<file path="config.mk">
export PLATFORM = sky130hd
export DESIGN_NAME = ar_archive_mtime_normalizer
export DESIGN_NICKNAME = d
export VERILOG_FILES = /design/src/hdl/amn_pkg.sv /design/src/hdl/amn_step.sv /design/src/hdl/ar_archive_mtime_normalizer.sv
export SDC_FILE = /design/constraint.sdc
export NUM_CORES = 1
export LEC_CHECK = 0
export ABC_AREA = 0
export CAP_MARGIN = 20
export CORE_ASPECT_RATIO = 0.6
export CORE_MARGIN = 3
export CORE_UTILIZATION = 35
export DETAILED_ROUTE_END_ITERATION = 8
export DONT_BUFFER_PORTS = 1
export SYNTH_ARGS = -nofsm -noshare
export SYNTH_HDL_FRONTEND = slang
export SYNTH_SLANG_ARGS = --single-unit
</file>
<file path="constraint.sdc">
create_clock -name clk -period 3.9 [get_ports clk]
set_input_delay 0.975 -clock clk [delete_from_list [all_inputs] [get_ports clk]]
set_output_delay 0.975 -clock clk [all_outputs]
set_load 0.01 [all_outputs]
</file>
<file path="src/hdl/amn_pkg.sv">
// ----------------------------------------------------------------------------
// amn_pkg
// shared types and codes for the ar archive mtime normalizer
// ----------------------------------------------------------------------------
package amn_pkg;

	// status codes carried with every output word
	localparam logic [1:0] ST_OK        = 2'd0;
	localparam logic [1:0] ST_BAD_MAGIC = 2'd1;
	localparam logic [1:0] ST_BAD_SIZE  = 2'd2;
	localparam logic [1:0] ST_TRUNC     = 2'd3;

	// one processed word as handed from the step logic to the result register
	typedef struct packed {
		logic [7:0] byte_val;
		logic [1:0] status;
		logic       last;
	} amn_result_t;

endpackage

</file>
<file path="src/hdl/amn_step.sv">
// ----------------------------------------------------------------------------
// amn_step
// archive walker: phase tracking, mtime rewrite, size parse, magic check
// ----------------------------------------------------------------------------
module amn_step (
	input  logic                 clk,
	input  logic                 arst_n,
	input  logic                 advance,
	input  logic [7:0]           byte_in,
	input  logic                 is_last,
	output amn_pkg::amn_result_t result
);

	typedef enum logic [2:0] {
		PH_GMAG    = 3'd0,
		PH_NAME    = 3'd1,
		PH_MTIME   = 3'd2,
		PH_IDS     = 3'd3,
		PH_SIZE    = 3'd4,
		PH_FMAG    = 3'd5,
		PH_CONTENT = 3'd6,
		PH_STOP    = 3'd7
	} phase_t;

	localparam logic [7:0] CH_ZERO  = 8'h30;
	localparam logic [7:0] CH_NINE  = 8'h39;
	localparam logic [7:0] CH_SPACE = 8'h20;
	localparam logic [7:0] MAGIC_0  = 8'h60;
	localparam logic [7:0] MAGIC_1  = 8'h0A;

	phase_t      phase_q, phase_n;
	logic [4:0]  pos_q, pos_n;
	logic [33:0] acc_q, acc_n;
	logic        seen_q, seen_n;
	logic        ended_q, ended_n;
	logic        err_q, err_n;
	logic [34:0] rem_q, rem_n;

	logic [7:0]  ob;
	logic [1:0]  st;
	logic        in_header;
	logic        header_end;
	logic        is_digit;
	logic [33:0] acc_mac;

	assign is_digit = (byte_in >= CH_ZERO) && (byte_in <= CH_NINE);
	// acc * 10 + digit as two shifts and two adds, wraps at 34 bits
	assign acc_mac  = {acc_q[30:0], 3'b000} + {acc_q[32:0], 1'b0}
		+ {30'd0, byte_in[3:0]};

	always_comb begin
		phase_n    = phase_q;
		pos_n      = pos_q;
		acc_n      = acc_q;
		seen_n     = seen_q;
		ended_n    = ended_q;
		err_n      = err_q;
		rem_n      = rem_q;
		ob         = byte_in;
		st         = amn_pkg::ST_OK;
		in_header  = 1'b0;
		header_end = 1'b0;
		case (phase_q)
			PH_GMAG: begin
				if (pos_q >= 5'd7) begin
					phase_n = PH_NAME;
					pos_n   = 5'd0;
				end else begin
					pos_n = pos_q + 5'd1;
				end
			end
			PH_NAME: begin
				in_header = 1'b1;
				if (pos_q >= 5'd15) begin
					phase_n = PH_MTIME;
					pos_n   = 5'd0;
				end else begin
					pos_n = pos_q + 5'd1;
				end
			end
			PH_MTIME: begin
				in_header = 1'b1;
				ob = (pos_q == 5'd0) ? CH_ZERO : CH_SPACE;
				if (pos_q >= 5'd11) begin
					phase_n = PH_IDS;
					pos_n   = 5'd0;
				end else begin
					pos_n = pos_q + 5'd1;
				end
			end
			PH_IDS: begin
				in_header = 1'b1;
				if (pos_q >= 5'd19) begin
					phase_n = PH_SIZE;
					pos_n   = 5'd0;
					acc_n   = '0;
					seen_n  = 1'b0;
					ended_n = 1'b0;
					err_n   = 1'b0;
				end else begin
					pos_n = pos_q + 5'd1;
				end
			end
			PH_SIZE: begin
				in_header = 1'b1;
				if (!ended_q && !err_q) begin
					if (is_digit) begin
						acc_n  = acc_mac;
						seen_n = 1'b1;
					end else if (seen_q) begin
						ended_n = 1'b1;
					end else if (byte_in != CH_SPACE) begin
						err_n = 1'b1;
					end
				end
				if (pos_q >= 5'd9) begin
					pos_n = 5'd0;
					if (err_n || !seen_n) begin
						st      = amn_pkg::ST_BAD_SIZE;
						phase_n = PH_STOP;
					end else begin
						phase_n = PH_FMAG;
					end
				end else begin
					pos_n = pos_q + 5'd1;
				end
			end
			PH_FMAG: begin
				in_header = 1'b1;
				if (pos_q == 5'd0) begin
					if (byte_in != MAGIC_0) st = amn_pkg::ST_BAD_MAGIC;
					pos_n = 5'd1;
				end else begin
					header_end = 1'b1;
					if (byte_in != MAGIC_1) st = amn_pkg::ST_BAD_MAGIC;
					// content plus one pad byte when the size is odd
					rem_n   = {1'b0, acc_q} + {34'd0, acc_q[0]};
					pos_n   = 5'd0;
					phase_n = (rem_n != 35'd0) ? PH_CONTENT : PH_NAME;
				end
			end
			PH_CONTENT: begin
				rem_n = rem_q - 35'd1;
				if (rem_n == 35'd0) begin
					phase_n = PH_NAME;
					pos_n   = 5'd0;
				end
			end
			PH_STOP: begin
				phase_n = PH_STOP;
			end
			default: begin
				phase_n = PH_STOP;
			end
		endcase

		if (is_last && in_header && !header_end) st = amn_pkg::ST_TRUNC;

		// end of archive: start over for the next one
		if (is_last) begin
			phase_n = PH_GMAG;
			pos_n   = '0;
			acc_n   = '0;
			seen_n  = 1'b0;
			ended_n = 1'b0;
			err_n   = 1'b0;
			rem_n   = '0;
		end
	end

	assign result.byte_val = ob;
	assign result.status   = st;
	assign result.last     = is_last;

	always_ff @(posedge clk or negedge arst_n) begin
		if (!arst_n) begin
			phase_q <= PH_GMAG;
			pos_q   <= '0;
			acc_q   <= '0;
			seen_q  <= 1'b0;
			ended_q <= 1'b0;
			err_q   <= 1'b0;
			rem_q   <= '0;
		end else if (advance) begin
			phase_q <= phase_n;
			pos_q   <= pos_n;
			acc_q   <= acc_n;
			seen_q  <= seen_n;
			ended_q <= ended_n;
			err_q   <= err_n;
			rem_q   <= rem_n;
		end
	end

endmodule

</file>
<file path="src/hdl/ar_archive_mtime_normalizer.sv">
// ----------------------------------------------------------------------------
// ar_archive_mtime_normalizer
// streams an ar archive byte by byte, blanking member mtimes and checking headers
// ----------------------------------------------------------------------------
// an accepted word passes the input register, then the result register, before out_valid rises
// throughput: one word per cycle, limited only by out_ready backpressure
// the archive walker state advances once per word in a single combinational pass
// reset (arst_n low): pipeline empty, walker back at the global magic
// a word with is_last set also returns the walker to its reset state
// ----------------------------------------------------------------------------
module ar_archive_mtime_normalizer (
	input  logic       clk,
	input  logic       arst_n,
	// input channel
	input  logic       in_valid,
	output logic       in_ready,
	input  logic [7:0] byte_in,
	input  logic       is_last,
	// output channel
	output logic       out_valid,
	input  logic       out_ready,
	output logic [7:0] byte_out,
	output logic [1:0] status,
	output logic       last_out
);

	// input register stage
	logic       valid_s1;
	logic [7:0] byte_s1;
	logic       last_s1;

	// result register stage
	logic                 valid_s2;
	amn_pkg::amn_result_t res_s2;

	amn_pkg::amn_result_t res_comb;

	logic s2_free;
	logic advance;

	// result slot can take a word if empty or being drained this cycle
	assign s2_free  = !valid_s2 || out_ready;
	// word in stage 1 is processed and moved on; walker state steps with it
	assign advance  = valid_s1 && s2_free;
	// stage 1 refills whenever it is empty or emptying
	assign in_ready = !valid_s1 || advance;

	always_ff @(posedge clk or negedge arst_n) begin
		if (!arst_n) begin
			valid_s1 <= 1'b0;
		end else if (in_ready) begin
			valid_s1 <= in_valid;
		end
	end

	// payload needs no reset
	always_ff @(posedge clk) begin
		if (in_ready && in_valid) begin
			byte_s1 <= byte_in;
			last_s1 <= is_last;
		end
	end

	// header walker, rewrite and status on the stage 1 word
	amn_step u_step (
		.clk     (clk),
		.arst_n  (arst_n),
		.advance (advance),
		.byte_in (byte_s1),
		.is_last (last_s1),
		.result  (res_comb)
	);

	always_ff @(posedge clk or negedge arst_n) begin
		if (!arst_n) begin
			valid_s2 <= 1'b0;
		end else if (s2_free) begin
			valid_s2 <= valid_s1;
		end
	end

	always_ff @(posedge clk) begin
		if (advance) begin
			res_s2 <= res_comb;
		end
	end

	assign out_valid = valid_s2;
	assign byte_out  = res_s2.byte_val;
	assign status    = res_s2.status;
	assign last_out  = res_s2.last;

endmodule
</file>
# Word level (Yosys, flattened, before mapping)
# Cells that the tools add are included.
dict set report op_classes {
  addsub 5
  magnitude_cmp 7
  eq_ne 21
  muxes 57
  reduce_logical 29
}
# operator count
set op_table {}
lappend op_table {{$mux W34} 4}
lappend op_table {{$mux W35} 2}
lappend op_table {{$pmux W35 S2} 1}
lappend op_table {{$pmux W34 S2} 1}
lappend op_table {{$mux W5} 8}
lappend op_table {{$add A34 B1 Y35} 1}
lappend op_table {{$logic_not A35 Y1} 1}
lappend op_table {{$pmux W5 S7} 1}
lappend op_table {{$reduce_bool A35 Y1} 1}
lappend op_table {{$sub A35 B1 Y35 const B} 1}
lappend op_table {{$add A34 B34 Y34} 1}
lappend op_table {{$add A34 B4 Y34} 1}
lappend op_table {{$mux W3} 9}
lappend op_table {{$ne A3 B2 Y1 const B} 9}
lappend op_table {{$pmux W3 S8} 1}
lappend op_table {{$mux W1} 21}
lappend op_table {{$ge A5 B4 Y1 const B} 3}
lappend op_table {{$eq A3 B3 Y1 const B} 4}
lappend op_table {{$reduce_and A3 Y1} 3}
lappend op_table {{$ge A8 B6 Y1 const B} 1}
lappend op_table {{$le A8 B6 Y1 const B} 1}
lappend op_table {{$mux W2} 4}
lappend op_table {{$mux W8} 1}
lappend op_table {{$ne A8 B4 Y1 const B} 1}
lappend op_table {{other kinds (21)} 38}
dict set report totals {
  reg_bits 102
  elab_cells 133
}

# Logic depth before layout (Yosys ltp)
dict set report logic_depth {
  ltp_word 11
  ltp_mapped 14
}

# By module
# From an unflattened synthesis, not the netlist that was laid out.
dict set report hier_totals {
  cells_unflattened 1054
  hier_area_um2 8667.1
}
# module instances cells_each area_each_um2
set modules_own_cells {}
lappend modules_own_cells {amn_step 1 1026 7962.6}
lappend modules_own_cells {ar_archive_mtime_normalizer 1 28 704.4}

# Worst setup path after synthesis
# No wires, ideal clock.
dict set report synth_path {
  kind {reg-to-reg}
  start {register u_step.rem_q[0]}
  end {register u_step.phase_q[1]}
  setup_ps 82
  arrival_time_ps 3819
  t_required_ps 3818
  setup_slack_ps 0
  path_stages_with_launch 15
  n_path_buf 2
  synth_period_minus_slack_ps 3900
  cell_sequence {dfrtp_1 > clkbuf_1 > inv_1 > ha_1 > or3b_2 > clkbuf_2 > nor4_1 > nand4_1 > xnor2_1 > or4b_2 > or4_4 > a21oi_2 > a21oi_2 > or4_1 > a31oi_1}
}
dict set report synth_via {
  elab_chain_cells 4
}
# element line_no
set synth_rtl {}
lappend synth_rtl {{start, declared} amn_step.sv:37} ;# logic [34:0] rem_q, rem_n;
lappend synth_rtl {{start signal, assigned} amn_step.sv:191} ;# rem_q <= rem_n;
lappend synth_rtl {{$sub A35 B1 Y35} amn_step.sv:143} ;# rem_n = rem_q - 35'd1;
lappend synth_rtl {{$logic_not A35 Y1} amn_step.sv:144} ;# if (rem_n == 35'd0) begin
lappend synth_rtl {{$ne A3 B2 Y1 (no source line)} -}
lappend synth_rtl {{$reduce_and A8 Y1 (no source line)} -}
lappend synth_rtl {{end signal, assigned} amn_step.sv:185} ;# phase_q <= phase_n;
lappend synth_rtl {{end, declared} amn_step.sv:31} ;# phase_t phase_q, phase_n;
# Every way passes these cells.
# A chain may end at the register's enable or synchronous reset.

# Worst setup path after layout
dict set report layout_path {
  start {register u_step.rem_q[8]}
  end {register u_step.phase_q[1]}
}
# Same word-level chain as after synthesis.

==> impl_metrics.env <==
export IMPL_vias=7701
export IMPL_die_area_um2=25700
export IMPL_globalRouteOverflowTotal=0
export IMPL_holdCritPathClass="in -> async"
export IMPL_drc=0
export IMPL_design_portCount=26
export IMPL_postSynth_topFlopCell="dfrtp_1"
export IMPL_peakVddDrop_uv=238
export IMPL_tritoncts_clock_tree="yes"
export IMPL_die_width_um=205
export IMPL_clock_sinks=102
export IMPL_track_usage_pct=19.3
export IMPL_cellLeakagePower_uw=0.00403
export IMPL_drive_above_1_share_pct=10.3
export IMPL_layout_filler_cells=2362
export IMPL_post_synth_num_cell_types=78
export IMPL_cp_data_required_time_ns=4.19
export IMPL_detail_route_first_pass_iterations=5
export IMPL_f_max_mhz=262
export IMPL_worst_endpoint_arrival_ns=4.10
export IMPL_clock_insertion_delay_worst_skew_ns=0.37
export IMPL_first_iter_violations=824
export IMPL_final_min_clock_period_ns=3.81
export IMPL_yosys_register_bits=102
export IMPL_worstMarginPinSlew_ns=1.08
export IMPL_critical_path_max_fanout=6
export IMPL_area_growth_pct=11.0
export IMPL_crit_type="reg -> reg"
export IMPL_cts_root_buf="clkbuf_16"
export IMPL_critical_path_endpoint_type="flop"
export IMPL_layout_commonest_cell="o21ai_0"
export IMPL_min_period_over_period_pct=97.8
export IMPL_floorplan_initialDensity_pct=35.8
export IMPL_cap_violations=0
export IMPL_clock_tree_htree_level_count=3
export IMPL_max_slew_margin_pct=27.5
export IMPL_worstSetupStartpointType="flop"
export IMPL_syn_area_um2=8320
export IMPL_yosysWarningCount=0
export IMPL_synth_edf_count=20
export IMPL_num_antenna_cells=0
export IMPL_syn_nets=1096
export IMPL_maximum_number_of_pins_on_one_net_before_global_route_repair=83
export IMPL_synthArstFlopShare_pct=80.4
export IMPL_hold_worst_slack_ns=0.298
export IMPL_first_global_vias=6983
export IMPL_synthDominantCellAreaShare_pct=24.7
export IMPL_io_buffer_count=0
export IMPL_cts_reportedPaths_clkPinSlew_ns=0.07
export IMPL_post_synth_main_area_contributors="dfrtp_1 25%, ha_1 10%, edfxtp_1 7.2%, o21ai_0 7.0%, nor2_1 4.6%"
export IMPL_timing_final_max_slew_violations=0
export IMPL_floorplan_die_height_um=125
export IMPL_outcome="complete, no violations"
export IMPL_ant_nets=0
export IMPL_rsz0062_at_grt="yes"
export IMPL_drt_vias_per_instance=5.76
export IMPL_powerDensity_nw_per_um2=398
export IMPL_report_final_hold_viol_count=0
export IMPL_finalWeightedCongestion=0.897
export IMPL_drt_wirelength_per_cell_um=18.2
export IMPL_synthDominantAreaCellType="dfrtp_1"
export IMPL_cts_path_max_buffers=2
export IMPL_final_cell_mix="115 x o21ai_0, 97 x nor2_1, 92 x nand2_1"
export IMPL_design_core_area_um2=23200
export IMPL_synth_seq_area_share_pct=31.9
export IMPL_report_final_setup_viol=0
export IMPL_tritoncts_num_buffers=9
export IMPL_detail_route_wirelength_um=24300
export IMPL_avg_cell_area_syn_um2=8.22
export IMPL_grt_first_pass_wirelength_um=39800
export IMPL_utilization_pct=39.7
export IMPL_design_final_nets=1101
export IMPL_antenna_found_initial=0
export IMPL_number_of_standard_cell_rows_in_the_floorplan=43
export IMPL_detailedPlacementHpwl_um=18000
export IMPL_post_synth_inst_count=1012
export IMPL_clock_skew_ns=0.00999
through the flow:
stage | cell area [um2] | setup TNS [ns] | setup slack [ns] | power (uW) | cells
floorplan | 8320 | 0 | 0.0187 | 2240 | 1012
global placement | 8800 | 0 | 0.178 | 2690 | 1316
detailed placement | 8800 | 0 | 0.0308 | 2690 | 1316
CTS | 9080 | 0 | 0.0120 | 3620 | 1332
global route | 9230 | -0.0361 | -0.0331 | 3900 | 1337
finish | 9230 | 0 | 0.0861 | 3670 | 1337
cells by family after synthesis:
group | synth area share, %
DFF | 31.9
muxes | 1.02
adders and majority gates | 10.9
xor gates and xnor gates | 6.95
buffers and inverters | 3.69
and+or+nand+nor | 24.6
AOI/OAI and AO/OA | 21.0
sequential cells by signal (all words and copies together), names as in the netlist:
register        flops
last_s1             1
u_step.pos_q        5
byte_out            8
u_step.ended_q      1
byte_s1             8
out_valid           1
last_out            1
u_step.rem_q       35
u_step.seen_q       1
u_step.phase_q      3
u_step.err_q        1
status              2
valid_s1            1
u_step.acc_q       34
report_power, final:
part | total [uW] | switching (uW) | internal (uW)
registers | 1320 | 146 | 1180
clock network | 906 | 462 | 444
logic | 1440 | 867 | 575
total | 3670 | 1470 | 2200
what timing repair did:
item / CTS / global route
resized for setup: 0 / 25
setup endpoints to repair: 0 / 9
hold buffers: 0 / 0
buffers inserted: 0 / 5
cell type report:
cell class              instances  area, um2  share of cell area, %
clock buffers                  10        229                   2.48
flip-flops and latches        102       2660                   28.8
clock inverters                 6       52.6                  0.569
repair buffers                 43        323                   3.50
inverters                      27        101                   1.10
well taps                     315        394                   4.27
multi-input cells             834       5470                   59.3
Yosys cell counts, types with 4 or more instances:
master	instances
mux2i_1	4
nand3b_1	5
a21oi_1	70
a31oi_1	13
nor3b_1	8
or3_1	10
a211oi_1	5
nor4b_1	5
o21ai_0	117
nor2_1	101
inv_1	26
or2_2	7
nand3_1	40
xnor2_1	30
o211ai_1	5
o31ai_1	9
nand2b_1	7
nor2b_1	12
a21o_1	16
a41oi_1	4
mux2_2	4
xor2_1	36
clkbuf_1	43
dfrtp_1	82
o21bai_1	5
or4_1	7
a21boi_0	4
a22o_1	4
edfxtp_1	20
ha_1	69
nand2_1	92
nor4_1	13
and3_1	13
nand4_1	18
nor3_1	40
and4_1	8
worst max-delay path: stages (launching register included):
cell and delay [ns]:
dfrtp_1 0.39, or4_4 0.57, or3_4 0.35, o41a_1 0.41, a2111oi_4 0.34, nand4_1 0.12, or4_4 0.60, a21oi_4 0.16
a21oi_2 0.08, or4_1 0.54, a31oi_1 0.18
final timing paths:
| check | cells after the start | to | from | slack (ns) |
|---|---|---|---|---|
| min in group clk | 1 | out_valid$_DFFE_PN0P_ | valid_s1$_DFFE_PN0N_ | 0.50 |
| worst min-delay path | 0 | u_step.rem_q[33]$_DFFE_PN0P_ | arst_n | 0.30 |
| max in group asynchronous | 0 | u_step.acc_q[4]$_DFFE_PN0P_ | arst_n | 3.43 |
| worst min register to register | 1 | out_valid$_DFFE_PN0P_ | valid_s1$_DFFE_PN0N_ | 0.50 |
| worst max-delay path | 10 | u_step.phase_q[1]$_DFFE_PN0P_ | u_step.rem_q[8]$_DFFE_PN0P_ | 0.09 |
| worst max register to register | 10 | u_step.phase_q[1]$_DFFE_PN0P_ | u_step.rem_q[8]$_DFFE_PN0P_ | 0.09 |
per-layer routing:
| metal | up-vias | routed length [um] | global-route usage, % |
|---|---|---|---|
| li1 | 3743 | - | - |
| met5 | - | 0 | 0 |
| met4 | 0 | 247 | 3.89 |
| met1 | 3647 | 13300 | 33.8 |
| met3 | 22 | 2270 | 5.36 |
| met2 | 289 | 8420 | 21.8 |
Note: power is estimated with default switching activity, not from simulation.
